File: src/hdl/dps_pkg.sv
// ----------------------------------------------------------------------------
// dps_pkg
// Shared types and constants for the descriptor splitter.
// ----------------------------------------------------------------------------
package dps_pkg;

  localparam int ADDR_W    = 32;
  localparam int LEN_W     = 21;
  localparam int COUNT_W   = 16;
  localparam int SLOT_OUT_W = 9;
  localparam int PIECE_W   = 17;

  localparam logic [PIECE_W-1:0] BLOCK_SIZE = 17'h10000;

  localparam logic [2:0] ST_OK         = 3'd0;
  localparam logic [2:0] ST_MISALIGNED = 3'd1;
  localparam logic [2:0] ST_TABLE_FULL = 3'd2;
  localparam logic [2:0] ST_ZERO_LEN   = 3'd3;
  localparam logic [2:0] ST_EXCEEDS    = 3'd4;
  localparam logic [2:0] ST_FAILED     = 3'd5;

  typedef enum logic [1:0] {
    S_IDLE,
    S_CHECK,
    S_SPLIT
  } state_t;

  typedef struct packed {
    logic [PIECE_W-1:0] piece;
    logic               final_piece;
    logic [ADDR_W-1:0]  addr_next;
    logic [LEN_W-1:0]   rem_next;
  } step_t;

endpackage

File: src/hdl/dps_step.sv
// ----------------------------------------------------------------------------
// dps_step
// Cuts one piece off a segment at the next 64 KiB address boundary.
// ----------------------------------------------------------------------------
module dps_step (
  input  logic [dps_pkg::ADDR_W-1:0] addr,
  input  logic [dps_pkg::LEN_W-1:0]  remaining,
  output dps_pkg::step_t             step
);

  logic [dps_pkg::PIECE_W-1:0] to_boundary;
  logic                        rem_fits;

  always_comb begin
    to_boundary = dps_pkg::BLOCK_SIZE - {1'b0, addr[15:0]};
    rem_fits    = remaining <= dps_pkg::LEN_W'(to_boundary);
    step.piece       = rem_fits ? remaining[dps_pkg::PIECE_W-1:0] : to_boundary;
    step.final_piece = rem_fits;
    step.addr_next   = addr + dps_pkg::ADDR_W'(step.piece);
    step.rem_next    = remaining - dps_pkg::LEN_W'(step.piece);
  end

endmodule

File: src/hdl/dma_prd_splitter_64k.sv
// ----------------------------------------------------------------------------
// dma_prd_splitter_64k
// Turns scatter-gather segments into bus-master descriptors split at 64 KiB.
// ----------------------------------------------------------------------------
// Channel  Direction  Handshake            Payload
// in       input      in_valid / in_stall  first_segment, total_bytes,
//                                          seg_addr, seg_len
// out      output     out_valid / out_stall prd_addr, prd_count, end_of_table,
//                                          slot, status, last
//
// A segment is accepted in S_IDLE, checked in S_CHECK and then cut at 64 KiB
// boundaries in S_SPLIT; an error ends the segment with a single error beat.
// The single piece-cutting unit yields one piece a cycle unless the output stalls.
// Reset clears the byte count, the slot index and the error latch.
// A stall on the output holds the sequencer until the result beat is taken.
// ----------------------------------------------------------------------------
module dma_prd_splitter_64k #(
  parameter int TABLE_DEPTH  = 512,
  parameter int MAX_TRANSFER = 1048576
) (
  input  logic        clk,
  input  logic        rst,
  input  logic        in_valid,
  output logic        in_stall,
  input  logic        first_segment,
  input  logic [20:0] total_bytes,
  input  logic [31:0] seg_addr,
  input  logic [20:0] seg_len,
  output logic        out_valid,
  input  logic        out_stall,
  output logic [31:0] prd_addr,
  output logic [15:0] prd_count,
  output logic        end_of_table,
  output logic [8:0]  slot,
  output logic [2:0]  status,
  output logic        last
);

  localparam int SLOT_W = $clog2(TABLE_DEPTH + 1);
  localparam logic [SLOT_W-1:0] DEPTH = SLOT_W'(TABLE_DEPTH);
  localparam logic [24:0] MAX_T = 25'(MAX_TRANSFER);

  dps_pkg::state_t state, state_next;

  logic                         cmd_first;
  logic [dps_pkg::LEN_W-1:0]    cmd_total;
  logic [dps_pkg::ADDR_W-1:0]   cur_addr, cur_addr_next;
  logic [dps_pkg::LEN_W-1:0]    cur_len, cur_len_next;
  logic [dps_pkg::LEN_W-1:0]    bytes_left, bytes_left_next;
  logic [SLOT_W-1:0]            next_slot, next_slot_next;
  logic                         failed, failed_next;

  logic                         accept;
  logic                         out_free;
  logic                         load_out;
  logic [dps_pkg::LEN_W-1:0]    eff_left;
  logic [SLOT_W+8:0]            slot_ext;
  dps_pkg::step_t               step;

  logic [31:0] o_addr;
  logic [15:0] o_count;
  logic        o_eot;
  logic [8:0]  o_slot;
  logic [2:0]  o_status;
  logic        o_last;

  dps_step u_step (
    .addr      (cur_addr),
    .remaining (cur_len),
    .step      (step)
  );

  assign accept   = in_valid && !in_stall;
  assign out_free = !out_valid || !out_stall;
  assign slot_ext = {9'b0, next_slot};

  always_comb begin
    if ({4'b0, cmd_total} > MAX_T) begin
      eff_left = MAX_T[dps_pkg::LEN_W-1:0];
    end else begin
      eff_left = cmd_total;
    end
  end

  always_comb begin
    state_next      = state;
    cur_addr_next   = cur_addr;
    cur_len_next    = cur_len;
    bytes_left_next = bytes_left;
    next_slot_next  = next_slot;
    failed_next     = failed;
    in_stall        = (state != dps_pkg::S_IDLE);
    load_out        = 1'b0;
    o_addr          = '0;
    o_count         = '0;
    o_eot           = 1'b0;
    o_slot          = '0;
    o_status        = dps_pkg::ST_OK;
    o_last          = 1'b0;
    unique case (state)
      dps_pkg::S_IDLE: begin
        if (in_valid) begin
          state_next = dps_pkg::S_CHECK;
        end
      end
      dps_pkg::S_CHECK: begin
        if (out_free) begin
          load_out   = 1'b1;
          o_last     = 1'b1;
          state_next = dps_pkg::S_IDLE;
          if (!cmd_first && failed) begin
            o_status = dps_pkg::ST_FAILED;
          end else begin
            if (cmd_first) begin
              bytes_left_next = eff_left;
              next_slot_next  = '0;
              failed_next     = 1'b0;
            end
            if (cur_len == '0) begin
              o_status    = dps_pkg::ST_ZERO_LEN;
              failed_next = 1'b1;
            end else if (cur_addr[0]) begin
              o_status    = dps_pkg::ST_MISALIGNED;
              failed_next = 1'b1;
            end else if (cur_len > bytes_left_next) begin
              o_status    = dps_pkg::ST_EXCEEDS;
              failed_next = 1'b1;
            end else begin
              load_out        = 1'b0;
              o_last          = 1'b0;
              bytes_left_next = bytes_left_next - cur_len;
              state_next      = dps_pkg::S_SPLIT;
            end
          end
        end
      end
      dps_pkg::S_SPLIT: begin
        if (out_free) begin
          load_out = 1'b1;
          if (next_slot >= DEPTH) begin
            o_status    = dps_pkg::ST_TABLE_FULL;
            o_last      = 1'b1;
            failed_next = 1'b1;
            state_next  = dps_pkg::S_IDLE;
          end else begin
            o_addr         = cur_addr;
            o_count        = step.piece[15:0];
            o_eot          = step.final_piece && (bytes_left == '0);
            o_slot         = slot_ext[8:0];
            o_last         = step.final_piece;
            next_slot_next = next_slot + SLOT_W'(1);
            cur_addr_next  = step.addr_next;
            cur_len_next   = step.rem_next;
            if (step.final_piece) begin
              state_next = dps_pkg::S_IDLE;
            end
          end
        end
      end
      default: begin
        state_next = dps_pkg::S_IDLE;
      end
    endcase
  end

  always_ff @(posedge clk) begin
    if (rst) begin
      state      <= dps_pkg::S_IDLE;
      bytes_left <= '0;
      next_slot  <= '0;
      failed     <= 1'b0;
    end else begin
      state      <= state_next;
      bytes_left <= bytes_left_next;
      next_slot  <= next_slot_next;
      failed     <= failed_next;
    end
  end

  always_ff @(posedge clk) begin
    if (accept) begin
      cmd_first <= first_segment;
      cmd_total <= total_bytes;
      cur_addr  <= seg_addr;
      cur_len   <= seg_len;
    end else begin
      cur_addr <= cur_addr_next;
      cur_len  <= cur_len_next;
    end
  end

  always_ff @(posedge clk) begin
    if (rst) begin
      out_valid <= 1'b0;
    end else if (load_out) begin
      out_valid <= 1'b1;
    end else if (!out_stall) begin
      out_valid <= 1'b0;
    end
  end

  always_ff @(posedge clk) begin
    if (load_out) begin
      prd_addr     <= o_addr;
      prd_count    <= o_count;
      end_of_table <= o_eot;
      slot         <= o_slot;
      status       <= o_status;
      last         <= o_last;
    end
  end

`ifndef SYNTHESIS
  a_eot_is_last: assert property (@(posedge clk) disable iff (rst)
    out_valid && end_of_table |-> last && (status == dps_pkg::ST_OK))
    else $error("End of table on a beat that does not close the segment.");

  a_error_is_last: assert property (@(posedge clk) disable iff (rst)
    out_valid && (status != dps_pkg::ST_OK) |-> last)
    else $error("Error beat without the last flag.");

  a_busy_after_accept: assert property (@(posedge clk) disable iff (rst)
    in_valid && !in_stall |=> in_stall)
    else $error("Input taken while a segment is still in work.");

  a_slot_bound: assert property (@(posedge clk) disable iff (rst)
    next_slot <= DEPTH)
    else $error("Slot index ran past the table depth.");
`endif

endmodule

File: config.mk
export PLATFORM = sky130hd
export DESIGN_NAME = dma_prd_splitter_64k
export DESIGN_NICKNAME = d
export VERILOG_FILES = /design/src/hdl/dps_pkg.sv /design/src/hdl/dps_step.sv /design/src/hdl/dma_prd_splitter_64k.sv
export SDC_FILE = /design/constraint.sdc
export NUM_CORES = 1
export LEC_CHECK = 0
export BUFFER_PORTS_ARGS = -buffer_cell sky130_fd_sc_hd__buf_2
export CAP_MARGIN = 20
export CORE_ASPECT_RATIO = 1.2
export CORE_MARGIN = 5
export CORE_UTILIZATION = 45
export DETAILED_ROUTE_END_ITERATION = 6
export PLACE_DENSITY = 0.68
export SKIP_LAST_GASP = 1
export SLEW_MARGIN = 5
export SYNTH_ARGS = -nofsm -noshare
export SYNTH_HDL_FRONTEND = slang
export SYNTH_SLANG_ARGS = --single-unit
File: constraint.sdc
create_clock -name clk -period 7.5 [get_ports clk]
set_clock_uncertainty 0.2 [all_clocks]
set_input_delay 1.5 -clock clk [delete_from_list [all_inputs] [get_ports clk]]
set_output_delay 1.5 -clock clk [all_outputs]
set_load 0.05 [all_outputs]
* Word-level counts from Yosys, hierarchy flattened
Index checks and enable logic that the tools add are counted.
** Operators by class
- Add/subtract/negate cells :: 5
- Multipliers :: 0
- Div/mod/pow operators :: 0
- $lt $le $gt $ge :: 4
- Equality and inequality tests :: 13
- Shift-type cells :: 0
- Multiplexer cells :: 62
- Bitwise operators :: 3
- Reductions and logical operators :: 21
** Operators by type and width (number)
- two-way mux 21 bit :: 12
- two-way mux 32 bit :: 4
- two-way mux 10 bit :: 5
- logical NOT 21 bit :: 2
- adder 32 x 17 -> 32 bit :: 1
- two-way mux 2 bit :: 11
- greater-than comparator 21 bit :: 1
- greater-than comparator 21 bit, second input constant :: 1
- less-or-equal comparator 21 x 17 -> 1 bit :: 1
- subtractor 21 x 17 -> 21 bit :: 1
- subtractor 21 bit :: 1
- one-hot mux 10 bit (2 select lines) :: 1
- two-way mux 1 bit :: 18
- two-way mux 17 bit :: 1
- subtractor 17 x 16 -> 17 bit, first input constant :: 1
- != test 2 bit, second input constant :: 8
- two-way mux 3 bit :: 5
- AND reduction 6 bit :: 2
- adder 10 x 1 -> 10 bit, second input constant :: 1
- greater-or-equal comparator 10 bit, second input constant :: 1
- nonzero test 2 bit :: 4
- one-hot mux 1 bit (2 select lines) :: 3
- one-hot mux 2 bit (3 select lines) :: 1
- one-hot mux 3 bit (2 select lines) :: 1
- other kinds (13) :: 21
** Word-level totals
- Register bits :: 172
- Bits in latches :: 0
- RAM bits :: 0
- Memory bits (read-only) :: 0
- Input bits :: 79
- Logic and storage cells :: 123
- Memories kept :: 0

* Depth between registers and ports, before layout
Gate-level depths: netlist of run 1.
- Depth after elaboration :: 14
- Gate-level depth with buffers :: 28

* By module
A second synthesis of run 1 with hierarchy kept.
** Second synthesis, totals
- Cells, all modules :: 1310
- Area total of the unflattened synthesis :: 12364.4 sq um
** By module, submodules not included
- dma_prd_splitter_64k :: instances 1, cells an instance 722, area an instance 8420.6 sq um, sequential area each 4814.6 sq um
- dps_step :: instances 1, cells an instance 588, area an instance 3943.8 sq um, sequential area each 0.0 sq um

* Least setup slack after synthesis of run 1
Ideal clock, no wire load.
- Kind :: flip-flop to flip-flop
- From :: reg cmd_total[15] (netlist name)
- To :: reg end_of_table (enable)
- Library setup time :: 0.502 ns
- Data arrival time :: 6.403 ns
- Path slack :: 0.394 ns
- Stages on the path, launching flop included :: 16
- Buffers on the path :: 1
- Cell sequence :: edfxtp_1 > nor4_1 > and3_1 > nand3_1 > a21oi_1 > clkbuf_1 > a22o_1 > ha_1 > nor2b_1 > o2111ai_1 > a31oi_2 > a211oi_2 > nor4_4 > o21ai_1 > o21ai_0 > a21oi_1
** On the way
- Longest elaborated chain between the ends :: 13
** RTL lines
- start: declaration :: line dma_prd_splitter_64k.sv:46 : logic [dps_pkg::LEN_W-1:0] cmd_total;
- start signal: assignment :: line dma_prd_splitter_64k.sv:183 : cmd_total <= total_bytes;
- greater-than comparator 21 bit :: line dma_prd_splitter_64k.sv:78 : if ({4'b0, cmd_total} > MAX_T) begin
- two-way mux 21 bit * :: line dma_prd_splitter_64k.sv:78
- two-way mux 21 bit * :: line dma_prd_splitter_64k.sv:114 : if (cmd_first) begin
- two-way mux 21 bit * :: line dma_prd_splitter_64k.sv:111 : if (!cmd_first && failed) begin
- two-way mux 21 bit * :: line dma_prd_splitter_64k.sv:107 : if (out_free) begin
- two-way mux 21 bit * :: line dma_prd_splitter_64k.sv:100 : unique case (state)
- greater-than comparator 21 bit * :: line dma_prd_splitter_64k.sv:125 : end else if (cur_len > bytes_left_next) begin
- two-way mux 1 bit * :: line dma_prd_splitter_64k.sv:125
- two-way mux 1 bit * :: line dma_prd_splitter_64k.sv:122 : end else if (cur_addr[0]) begin
- two-way mux 1 bit * :: line dma_prd_splitter_64k.sv:119 : if (cur_len == '0) begin
- two-way mux 1 bit * :: line dma_prd_splitter_64k.sv:111
- two-way mux 1 bit * :: line dma_prd_splitter_64k.sv:107
- one-hot mux 1 bit (2 select lines) * :: line dma_prd_splitter_64k.sv:100
- net load_out :: line dma_prd_splitter_64k.sv:55 : logic load_out;
- end signal: assignment :: line dma_prd_splitter_64k.sv:206 : end_of_table <= o_eot;
- end: declaration :: line dma_prd_splitter_64k.sv:33 : output logic end_of_table,
The timed path passes the listed nets; every way through them passes the cells marked *. The select of a mux whose other input is x is not followed.
A chain may end at the register's enable or synchronous reset.

==> impl_metrics.json, run 1 <==
{
  "syn-cell-area_sq_um": 11100,
  "cp-start-kind": "flip-flop",
  "ctsHoldBuffers": 0,
  "drt_iter0_markers": 581,
  "yosys.area.top_type": "edfxtp_1",
  "rsz0062_at_grt": "false",
  "reg2reg_to": "cur_addr[28]",
  "grt-ovfl-total": 0,
  "ys_seq_area_frac": 0.434,
  "dpl.cell_count": 1615,
  "port_buffers": 142,
  "ctsResizeCount": 0,
  "root_buffer": "clkbuf_16",
  "path_class": "flip-flop to flip-flop",
  "detail-route-antenna-nets": 0,
  "hold_path_class": "flip-flop to flip-flop",
  "fp.dieH_um": 182,
  "io_pins": 143,
  "placed_cell_area_sq_um": 12200,
  "p_seq_frac": 0.281,
  "die-width_um": 153,
  "nFillCells": 2258,
  "drc": 0,
  "place.gp.congestion": 0.930,
  "row_count": 63,
  "cp_slowest_cell": "a31oi_2",
  "crit_family": "compound AO/OA/AOI/OAI gates",
  "yosysUniqueCellTypes": 71,
  "hold_ws_ns": 0.293,
  "die_area_sq_um": 27900,
  "syn_inst": 1175,
  "fin_util": 0.523,
  "syn_nets": 1335,
  "fin_cells": 1647,
  "final-seq-area_sq_um": 4810,
  "cts_buffers": 17,
  "p_sw_frac": 0.428,
  "powerDensity_nw_per_um2": 406,
  "nets": 1469,
  "fmaxAchievable_mhz": 147,
  "r2r-start": "cur_addr[0]",
  "p_comb_frac": 0.537,
  "cts.sinks": 172,
  "cts_tree": "done",
  "async_flop_share": 0,
  "synth_area_leaders": "edfxtp_1 37%, ha_1 8.8%, dfxtp_1 6.3%",
  "r2r_slack_ns": 0.72,
  "max-cap-violations": 0,
  "diodes": 0,
  "max_slew.worst_pin.slew_ns": 0.911,
  "area_growth_pct": 15.6,
  "core-area_sq_um": 24500,
  "start_util": 0.452,
  "dp_slack_ns": 0.704,
  "grt_max_degree": 86,
  "p_leak_nw": 5.14,
  "max_slew_margin": 0.393,
  "cp.arrival_ns": 6.73,
  "crit_fanout": 17,
  "final.period_utilization": 0.904,
  "r2r_cells": 26,
  "finalCriticalPeriod_ns": 6.78,
  "cts_setup_buffers": 0,
  "wl_per_cell_um": 17.2,
  "status": "finished, final reports clean",
  "cpMostUsedCell": "o21ai_0",
  "multiInputGateArea_sq_um": 5800,
  "yosysTopAreaCellShare": 0.371,
  "drive_gt1_frac": 0.160,
  "hold-path-cell-count": 2,
  "worstHoldStart": "bytes_left[17]",
  "setup_slack_ns": 0.720,
  "p_int_mw": 2.98,
  "postSynthAreaPerCell_sq_um": 9.44,
  "clock_latency_ns": 0.44,
  "synth-edff-count": 137,
  "grtUsageTotal": 0.201,
  "dp_hpwl_um": 20800,
  "crit_required_ns": 7.45,
  "finalSetupTns_ns": 0,
  "cts_buffer_depth": 2,
  "antenna_found_initial": 0,
  "grt_pass1_vias": 8870,
  "path_clk_slew_ns": 0.07,
  "ys_ff_latch": 172,
  "switching_power_mw": 2.23,
  "routed_wl_um": 28400,
  "end_kind": "flip-flop",
  "synth_ff_type": "edfxtp_1",
  "grt_pass1_wl_um": 45300,
  "p_total_mw": 5.20,
  "clock_power_share": 0.182,
  "synth_warnings": 0,
  "ir_drop_mv": 0.191,
  "final_cell_area_sq_um": 12800,
  "hold_violations": 0,
  "hold_end": "bytes_left[17]",
  "viasPerCell": 5.47,
  "crit_buf_inv": 3,
  "vias": 9008,
  "setup_violations": 0,
  "firstDrtPassIters": 5,
  "cpPeakStageDelay_ns": 0.60,
  "drv_slew": 0,
  "h-tree-depth": 4
}
[layer usage]
layer | routed length [um] | global-route usage | vias up
met2 | 13600 | 0.339 | 249
met3 | 1320 | 0.0343 | 39
met1 | 12800 | 0.264 | 4211
li1 | - | - | 4509
met4 | 641 | 0.0624 | 0
met5 | 0 | 0 | -
[area by class of cell]
class,count,share of cell area
Timing Repair Buffer,157,0.0652
Clock inverter,12,0.0144
Inverter,88,0.0258
Multi-Input combinational cell,873,0.452
Tap cell,325,0.0317
Clock buffer,20,0.0349
Sequential cell,172,0.376
[kinds of logic after synthesis]
logic type,share of synthesized area
AND/OR/NAND/NOR,0.176
AO/OA/AOI/OAI,0.178
flip-flops,0.434
buffers and inverters,0.0455
adder cells (fa/ha/maj),0.0934
XOR/XNOR,0.0608
multiplexers,0.0130
[worst reg2reg max path: stages (launching register included)]
cell and delay, ns:
edfxtp_1 0.51, nor3_1 0.31, nand2_1 0.19, nor4_1 0.46, nand2b_1 0.15, nor2_1 0.15
xnor2_1 0.15, inv_1 0.07, ha_1 0.29, nand4_1 0.09, nor2_1 0.11, mux2_2 0.35
a31oi_2 0.60, buf_4 0.25, nand2_1 0.05, o21ai_0 0.14, ha_1 0.30, inv_1 0.07
fa_1 0.40, nor2b_1 0.13, o21ai_0 0.14, a2111o_1 0.49, a21boi_1 0.19, o21ai_1 0.21
a21boi_0 0.28, xnor2_1 0.14, o21ai_0 0.08
[worst max path at each step]
stage / startpoint / end / depth (start not counted)
floorplan: cmd_total[15] / end_of_table / 15
global placement: cur_addr[0] / cur_addr[26] / 26
detailed placement: cur_addr[0] / cur_addr[18] / 26
CTS: cur_addr[0] / cur_addr[28] / 26
global route: cur_addr[0] / cur_addr[29] / 25
finish: cur_addr[0] / cur_addr[28] / 26
[power by group through the flow]
stage / sequential, mW / combinational, mW / clock [mW]
5_1_grt: 1.48 / 3.13 / 1.00
3_5_place_dp: 1.48 / 2.75 / 0
4_1_cts: 1.46 / 2.79 / 0.961
6_report: 1.46 / 2.79 / 0.947
2_1_floorplan: 1.47 / 2.15 / 0
3_3_place_gp: 1.47 / 2.72 / 0
[cells in the final DEF, fill, tap and decap left out, drive strengths merged, types with 11 or more instances in the layout]
cell	count
buf	157
edfxtp	137
nor2	115
a21oi	106
nand2	105
inv	91
ha	78
o21ai	60
xnor2	46
and2	40
dfxtp	35
xor2	31
a21o	21
nor3	20
clkbuf	20
nand3	19
a211oi	17
nor4	17
o21a	15
nand4	12
nand2b	12
nor2b	11
mux2i	11
[synthesized netlist by cell type (all sizes together) (3+ instances only)]
cell and number:
a211oi 17, edfxtp 137, nand2b 12, xor2 31, fa 3, buf 8
a21oi 106, a21boi 6, a21o 21, or4 3, nor3b 6, ha 78
a221oi 6, nor2b 11, dfxtp 35, nor3 20, a31oi 10, xnor2 46
nand3 19, or2 5, a22o 8, nor2 115, or3 8, o2bb2ai 4
o21a 15, mux2 3, and3 10, nor4 17, mux2i 11, a311oi 7
o21bai 4, inv 88, nand4 12, o31ai 10, and4 3, clkbuf 34
o21ai 60, o22ai 4, a211o 5, and2 40, o211ai 8, nand2 105
[registers in the layout (all words and copies together), names as in the netlist, 2 cells and up]
| register | count |
|---|---|
| cur_addr | 32 |
| prd_addr | 32 |
| bytes_left | 21 |
| cmd_total | 21 |
| cur_len | 21 |
| prd_count | 16 |
| next_slot | 10 |
| slot | 9 |
| status | 3 |
| state | 2 |
Power figures use the tool's default switching activity.
==> inputs of run 2 (changes only) <==
--- a/config.mk
+++ b/config.mk
@@ -7,7 +7,7 @@
 export LEC_CHECK = 0
 export BUFFER_PORTS_ARGS = -buffer_cell sky130_fd_sc_hd__buf_2
 export CAP_MARGIN = 20
-export CORE_ASPECT_RATIO = 1.2
+export CORE_ASPECT_RATIO = 0.5
 export CORE_MARGIN = 5
 export CORE_UTILIZATION = 45
 export DETAILED_ROUTE_END_ITERATION = 6
==> impl_metrics.json, run 2 (synthesized netlist as in run 1, its figures left out) <==
{
  "r2r-start": "cur_addr[0]",
  "crit_required_ns": 7.51,
  "dr_wl_met3_um": 1690,
  "grt_max_degree": 63,
  "final.period_utilization": 0.907,
  "cts_tree": "done",
  "status": "finished, final reports clean",
  "crit_end": "cur_len[19]",
  "crit_fanout": 29,
  "row_count": 40,
  "die-width_um": 232,
  "root_buffer": "clkbuf_16",
  "worstHoldStart": "bytes_left[17]",
  "top_layer": "met4",
  "max-cap-violations": 0,
  "io_pins": 143,
  "dp_slack_ns": 0.802,
  "cp.arrival_ns": 6.82,
  "finalSetupTns_ns": 0,
  "reg_top3": "cur_addr x32, prd_addr x32",
  "clock_latency_ns": 0.45,
  "grt_pass1_wl_um": 47800,
  "wl_per_cell_um": 18.0,
  "drt_iter0_markers": 877,
  "crit_path_start": "cur_addr[0]",
  "end_kind": "flip-flop",
  "ir_drop_mv": 0.198,
  "multiInputGateArea_sq_um": 5800,
  "port_buffers": 142,
  "dp_hpwl_um": 22200,
  "rsz0062_at_grt": "false",
  "wl_met2_um": 13400,
  "hold_path_class": "flip-flop to flip-flop",
  "vias": 9213,
  "place.gp.congestion": 0.960,
  "max_slew.worst_pin.slew_ns": 1.06,
  "core-area_sq_um": 24100,
  "grt-ovfl-total": 0,
  "reg2reg_to": "cur_len[19]",
  "layout_common_cells": "142 x buf_2, 137 x edfxtp_1, 114 x nor2_1",
  "drc": 0,
  "start_util": 0.460,
  "ctsResizeCount": 0,
  "drv_slew": 0,
  "drive_gt1_frac": 0.156,
  "fmaxAchievable_mhz": 147,
  "p_leak_nw": 5.11,
  "setup_slack_ns": 0.694,
  "r2r_cells": 24,
  "path_clk_slew_ns": 0.07,
  "antenna_found_initial": 1,
  "area_growth_pct": 15.2,
  "wl_met1_um": 14300,
  "nFillCells": 2263,
  "die_area_sq_um": 28100,
  "r2r_slack_ns": 0.69,
  "viasPerCell": 5.57,
  "hold_violations": 0,
  "routed_wl_um": 29800,
  "finalCriticalPeriod_ns": 6.81,
  "final_common_cell": "buf_2",
  "fp.dieH_um": 121,
  "cts_buffer_depth": 2,
  "cts_setup_buffers": 0,
  "cts.sinks": 172,
  "path_class": "flip-flop to flip-flop",
  "grtUsageTotal": 0.214,
  "final-seq-area_sq_um": 4810,
  "cp-start-kind": "flip-flop",
  "powerDensity_nw_per_um2": 411,
  "diodes": 0,
  "max_slew_margin": 0.293,
  "grt_pass1_vias": 9057,
  "p_total_mw": 5.25,
  "firstDrtPassIters": 5,
  "h-tree-depth": 4,
  "cts_buffers": 17,
  "detail-route-antenna-nets": 0,
  "setup_violations": 0,
  "ctsHoldBuffers": 0,
  "nets": 1464
}
-- run 2: changes by cell type in the layout (fill, tap and decap cells not counted), moves of 2 or more --
cell / change
clkinv_2: +2
buf_4: -4
clkinv_1: +2
clkinv_8: -2
bufinv_16: +2
clkinv_4: -4
clkinvlp_4: +4
inv_6: -3
-- run 2: how the worst min path moves through the flow --
stage	end	slack (ns)	depth (start not counted)
after detailed placement	bytes_left[17]	0.29	2
after CTS	bytes_left[17]	0.30	2
final	bytes_left[17]	0.30	2
after global routing	failed	0.32	2
after floorplan	bytes_left[19]	0.26	2
after global placement	bytes_left[2]	0.28	2
-- run 2: critical path, stage by stage (launching register included) --
cell,delay [ns]
edfxtp_1,0.52
nor3_1,0.34
nand2_1,0.20
nor4_1,0.47
nand2b_1,0.15
nor2_1,0.16
xnor2_1,0.16
inv_1,0.07
ha_1,0.30
nand4_1,0.09
nor2_1,0.10
mux2_2,0.35
a31oi_2,0.39
buf_4,0.38
nor2_1,0.09
a21oi_1,0.39
ha_1,0.38
a21oi_1,0.26
nand2_1,0.08
o21a_1,0.22
a211oi_1,0.43
o31ai_1,0.20
a21oi_1,0.30
o2111ai_1,0.16
o211a_1,0.16
-- run 2: final cells by class --
class / instances / share of cell area
well taps: 336 / 0.0329
clock inverters: 13 / 0.0155
multi-input cells: 873 / 0.454
inverters: 88 / 0.0258
flip-flops and latches: 172 / 0.377
repair buffers: 152 / 0.0615
clock buffers: 19 / 0.0339
-- run 2: through the flow --
stage,utilization,area [sq um],instances,hold WS [ns]
3_5_place_dp,0.504,12100,1621,0.286
3_3_place_gp,0.504,12100,1621,0.277
4_1_cts,0.530,12800,1653,0.296
5_1_grt,0.530,12800,1653,0.318
6_report,0.530,12800,1653,0.296
2_1_floorplan,-,11100,1175,0.261
-- run 2: routing by layer --
layer  GRT usage  vias to the layer above
li1            -                     4493
met1       0.302                     4398
met2       0.338                      288
met3      0.0426                       34
met4      0.0590                        0
met5           0                        -
-- run 2: power by group --
group / total (mW) / internal (mW) / switching [mW] / leakage (nW)
Sequential: 1.46 / 1.28 / 0.186 / 1.55
Clock: 0.967 / 0.586 / 0.380 / 0.294
Combinational: 2.82 / 1.15 / 1.67 / 3.26
Total: 5.25 / 3.01 / 2.24 / 5.11
==> inputs of run 3 (changes only) <==
--- a/config.mk
+++ b/config.mk
@@ -11,6 +11,7 @@
 export CORE_MARGIN = 5
 export CORE_UTILIZATION = 45
 export DETAILED_ROUTE_END_ITERATION = 6
+export GPL_TIMING_DRIVEN = 0
 export PLACE_DENSITY = 0.68
 export SKIP_LAST_GASP = 1
 export SLEW_MARGIN = 5
==> impl_metrics.json, run 3 (synthesized netlist as in run 1, its figures left out) <==
{
  "status": "finished, final reports clean",
  "p_seq_frac": 0.277,
  "max-cap-violations": 0,
  "clock_power_share": 0.172,
  "end_kind": "flip-flop",
  "grt_pass1_vias": 9196,
  "grtUsageTotal": 0.229,
  "p_sw_frac": 0.436,
  "p_int_mw": 2.96,
  "ir_drop_mv": 0.203,
  "drive_gt1_frac": 0.150,
  "final-seq-area_sq_um": 4810,
  "cp.arrival_ns": 7.01,
  "vias": 9469,
  "p_total_mw": 5.25,
  "final_common_cell": "buf_2",
  "fin_util": 0.536,
  "max_slew_margin": 0.476,
  "h-tree-depth": 4,
  "core-area_sq_um": 24100,
  "nFillCells": 2238,
  "p_leak_nw": 5.13,
  "reg_top3": "cur_addr x32, prd_addr x32",
  "crit_chain": "inv_1 -> ha_1 -> nand2b_1 -> nor4_2 -> nand2_1 -> nor3_1 -> inv_1 -> ha_1 -> nand4_1 -> nor2_1 -> mux2_2 -> a31oi_2 -> clkbuf_1 -> nor2_1 -> a21oi_1 -> ha_1 -> a21oi_1 -> nand2_1 -> o21a_1 -> a211oi_1 -> o31ai_1 -> a21oi_1 -> o2111ai_1 -> o211a_1",
  "drt_iter0_markers": 808,
  "hold_violations": 0,
  "cts.sinks": 172,
  "dp_hpwl_um": 24500,
  "powerDensity_nw_per_um2": 406,
  "cp_slowest_cell": "edfxtp_1",
  "crit_required_ns": 7.52,
  "switching_power_mw": 2.29,
  "fmaxAchievable_mhz": 143,
  "fp.dieH_um": 121,
  "drc": 0,
  "cpPeakStageDelay_ns": 0.55,
  "multiInputGateArea_sq_um": 5810,
  "r2r_slack_ns": 0.51,
  "die_area_sq_um": 28100,
  "row_count": 40,
  "io_pins": 143,
  "path_class": "flip-flop to flip-flop",
  "cts_buffer_depth": 2,
  "final.period_utilization": 0.932,
  "area_growth_pct": 16.6,
  "grt-ovfl-total": 0,
  "nets": 1500,
  "clock_latency_ns": 0.46,
  "cts_tree": "done",
  "crit_fanout": 10,
  "grt_max_degree": 31,
  "setup_violations": 0,
  "wl_per_cell_um": 18.9,
  "firstDrtPassIters": 5,
  "path_clk_slew_ns": 0.07,
  "viasPerCell": 5.61,
  "grt_pass1_wl_um": 50000,
  "start_util": 0.460,
  "p_comb_frac": 0.551,
  "detail-route-antenna-nets": 0,
  "cts_buffers": 17,
  "finalCriticalPeriod_ns": 6.99,
  "port_buffers": 142,
  "root_buffer": "clkbuf_16",
  "die-width_um": 232,
  "routed_wl_um": 32000,
  "drv_slew": 0,
  "max_slew.worst_pin.slew_ns": 0.786,
  "place.gp.congestion": 0.966,
  "cp-start-kind": "flip-flop",
  "hold_path_class": "flip-flop to flip-flop",
  "antenna_found_initial": 1,
  "layout_common_cells": "143 x buf_2, 137 x edfxtp_1, 114 x nor2_1"
}
## run 3: path summary, 6_finish.rpt
| kind | cells past startpoint | from | endpoint |
|---|---|---|---|
| hold reg to reg | 2 | bytes_left[17] | bytes_left[17] |
| setup / recovery | 24 | cur_addr[0] | cur_len[19] |
| hold / removal | 2 | bytes_left[17] | bytes_left[17] |
| setup reg to reg | 24 | cur_addr[0] | cur_len[19] |
## run 3: area by class of cell
class	instances	area share
multi-input combinational	873	0.450
sequential	172	0.372
timing repair buffer	146	0.0612
clock buffer	19	0.0335
tap	336	0.0325
inverter	88	0.0255
buffer	42	0.0136
clock inverter	12	0.0114
antenna	1	0.000194
## run 3: layer usage
| metal | vias up | global-route usage | part of all wire |
|---|---|---|---|
| met1 | 4527 | 0.319 | 0.47 |
| li1 | 4566 | - | - |
| met5 | - | 0 | 0.00034 |
| met2 | 327 | 0.358 | 0.45 |
| met3 | 47 | 0.0601 | 0.066 |
| met4 | 2 | 0.0557 | 0.017 |
## run 3: metrics by stage
step | worst slack (ns) | std cells | instance area, sq um | hold slack, ns | TNS, ns
2_1_floorplan | 0.394 | 1175 | 11100 | 0.261 | 0
3_3_place_gp | -1.90 | 1653 | 12200 | 0.280 | -116.83
3_5_place_dp | -0.0994 | 1657 | 12300 | 0.290 | -0.168
4_1_cts | 0.00694 | 1688 | 12900 | 0.300 | 0
5_1_grt | -0.00438 | 1688 | 12900 | 0.326 | -0.00438
6_report | 0.509 | 1689 | 12900 | 0.297 | 0
## run 3: critical path: cells and delay by family, from the launching register on
| family | cells | cell delay [ns] |
|---|---|---|
| and+or+nand+nor | 8 | 1.53 |
| DFF | 1 | 0.55 |
| muxes | 1 | 0.35 |
| AOI/OAI and AO/OA | 9 | 2.49 |
| buffers and inverters | 3 | 0.68 |
| adders and majority gates | 3 | 0.91 |
## run 3: power by group through the flow
stage | clock (mW) | sequential, mW | combinational (mW)
detailed placement | 0 | 1.47 | 2.81
global route | 0.959 | 1.48 | 3.21
floorplan | 0 | 1.47 | 2.15
finish | 0.901 | 1.46 | 2.89
CTS | 0.916 | 1.45 | 2.83
global placement | 0 | 1.47 | 2.71
## run 3: timing repair
| item | 4_1_cts | 5_1_grt |
|---|---|---|
| resized for setup | 1 | 6 |
| endpoints found under the setup margin | 6 | 25 |
| hold buffers | 0 | 0 |
| setup buffers | 0 | 0 |
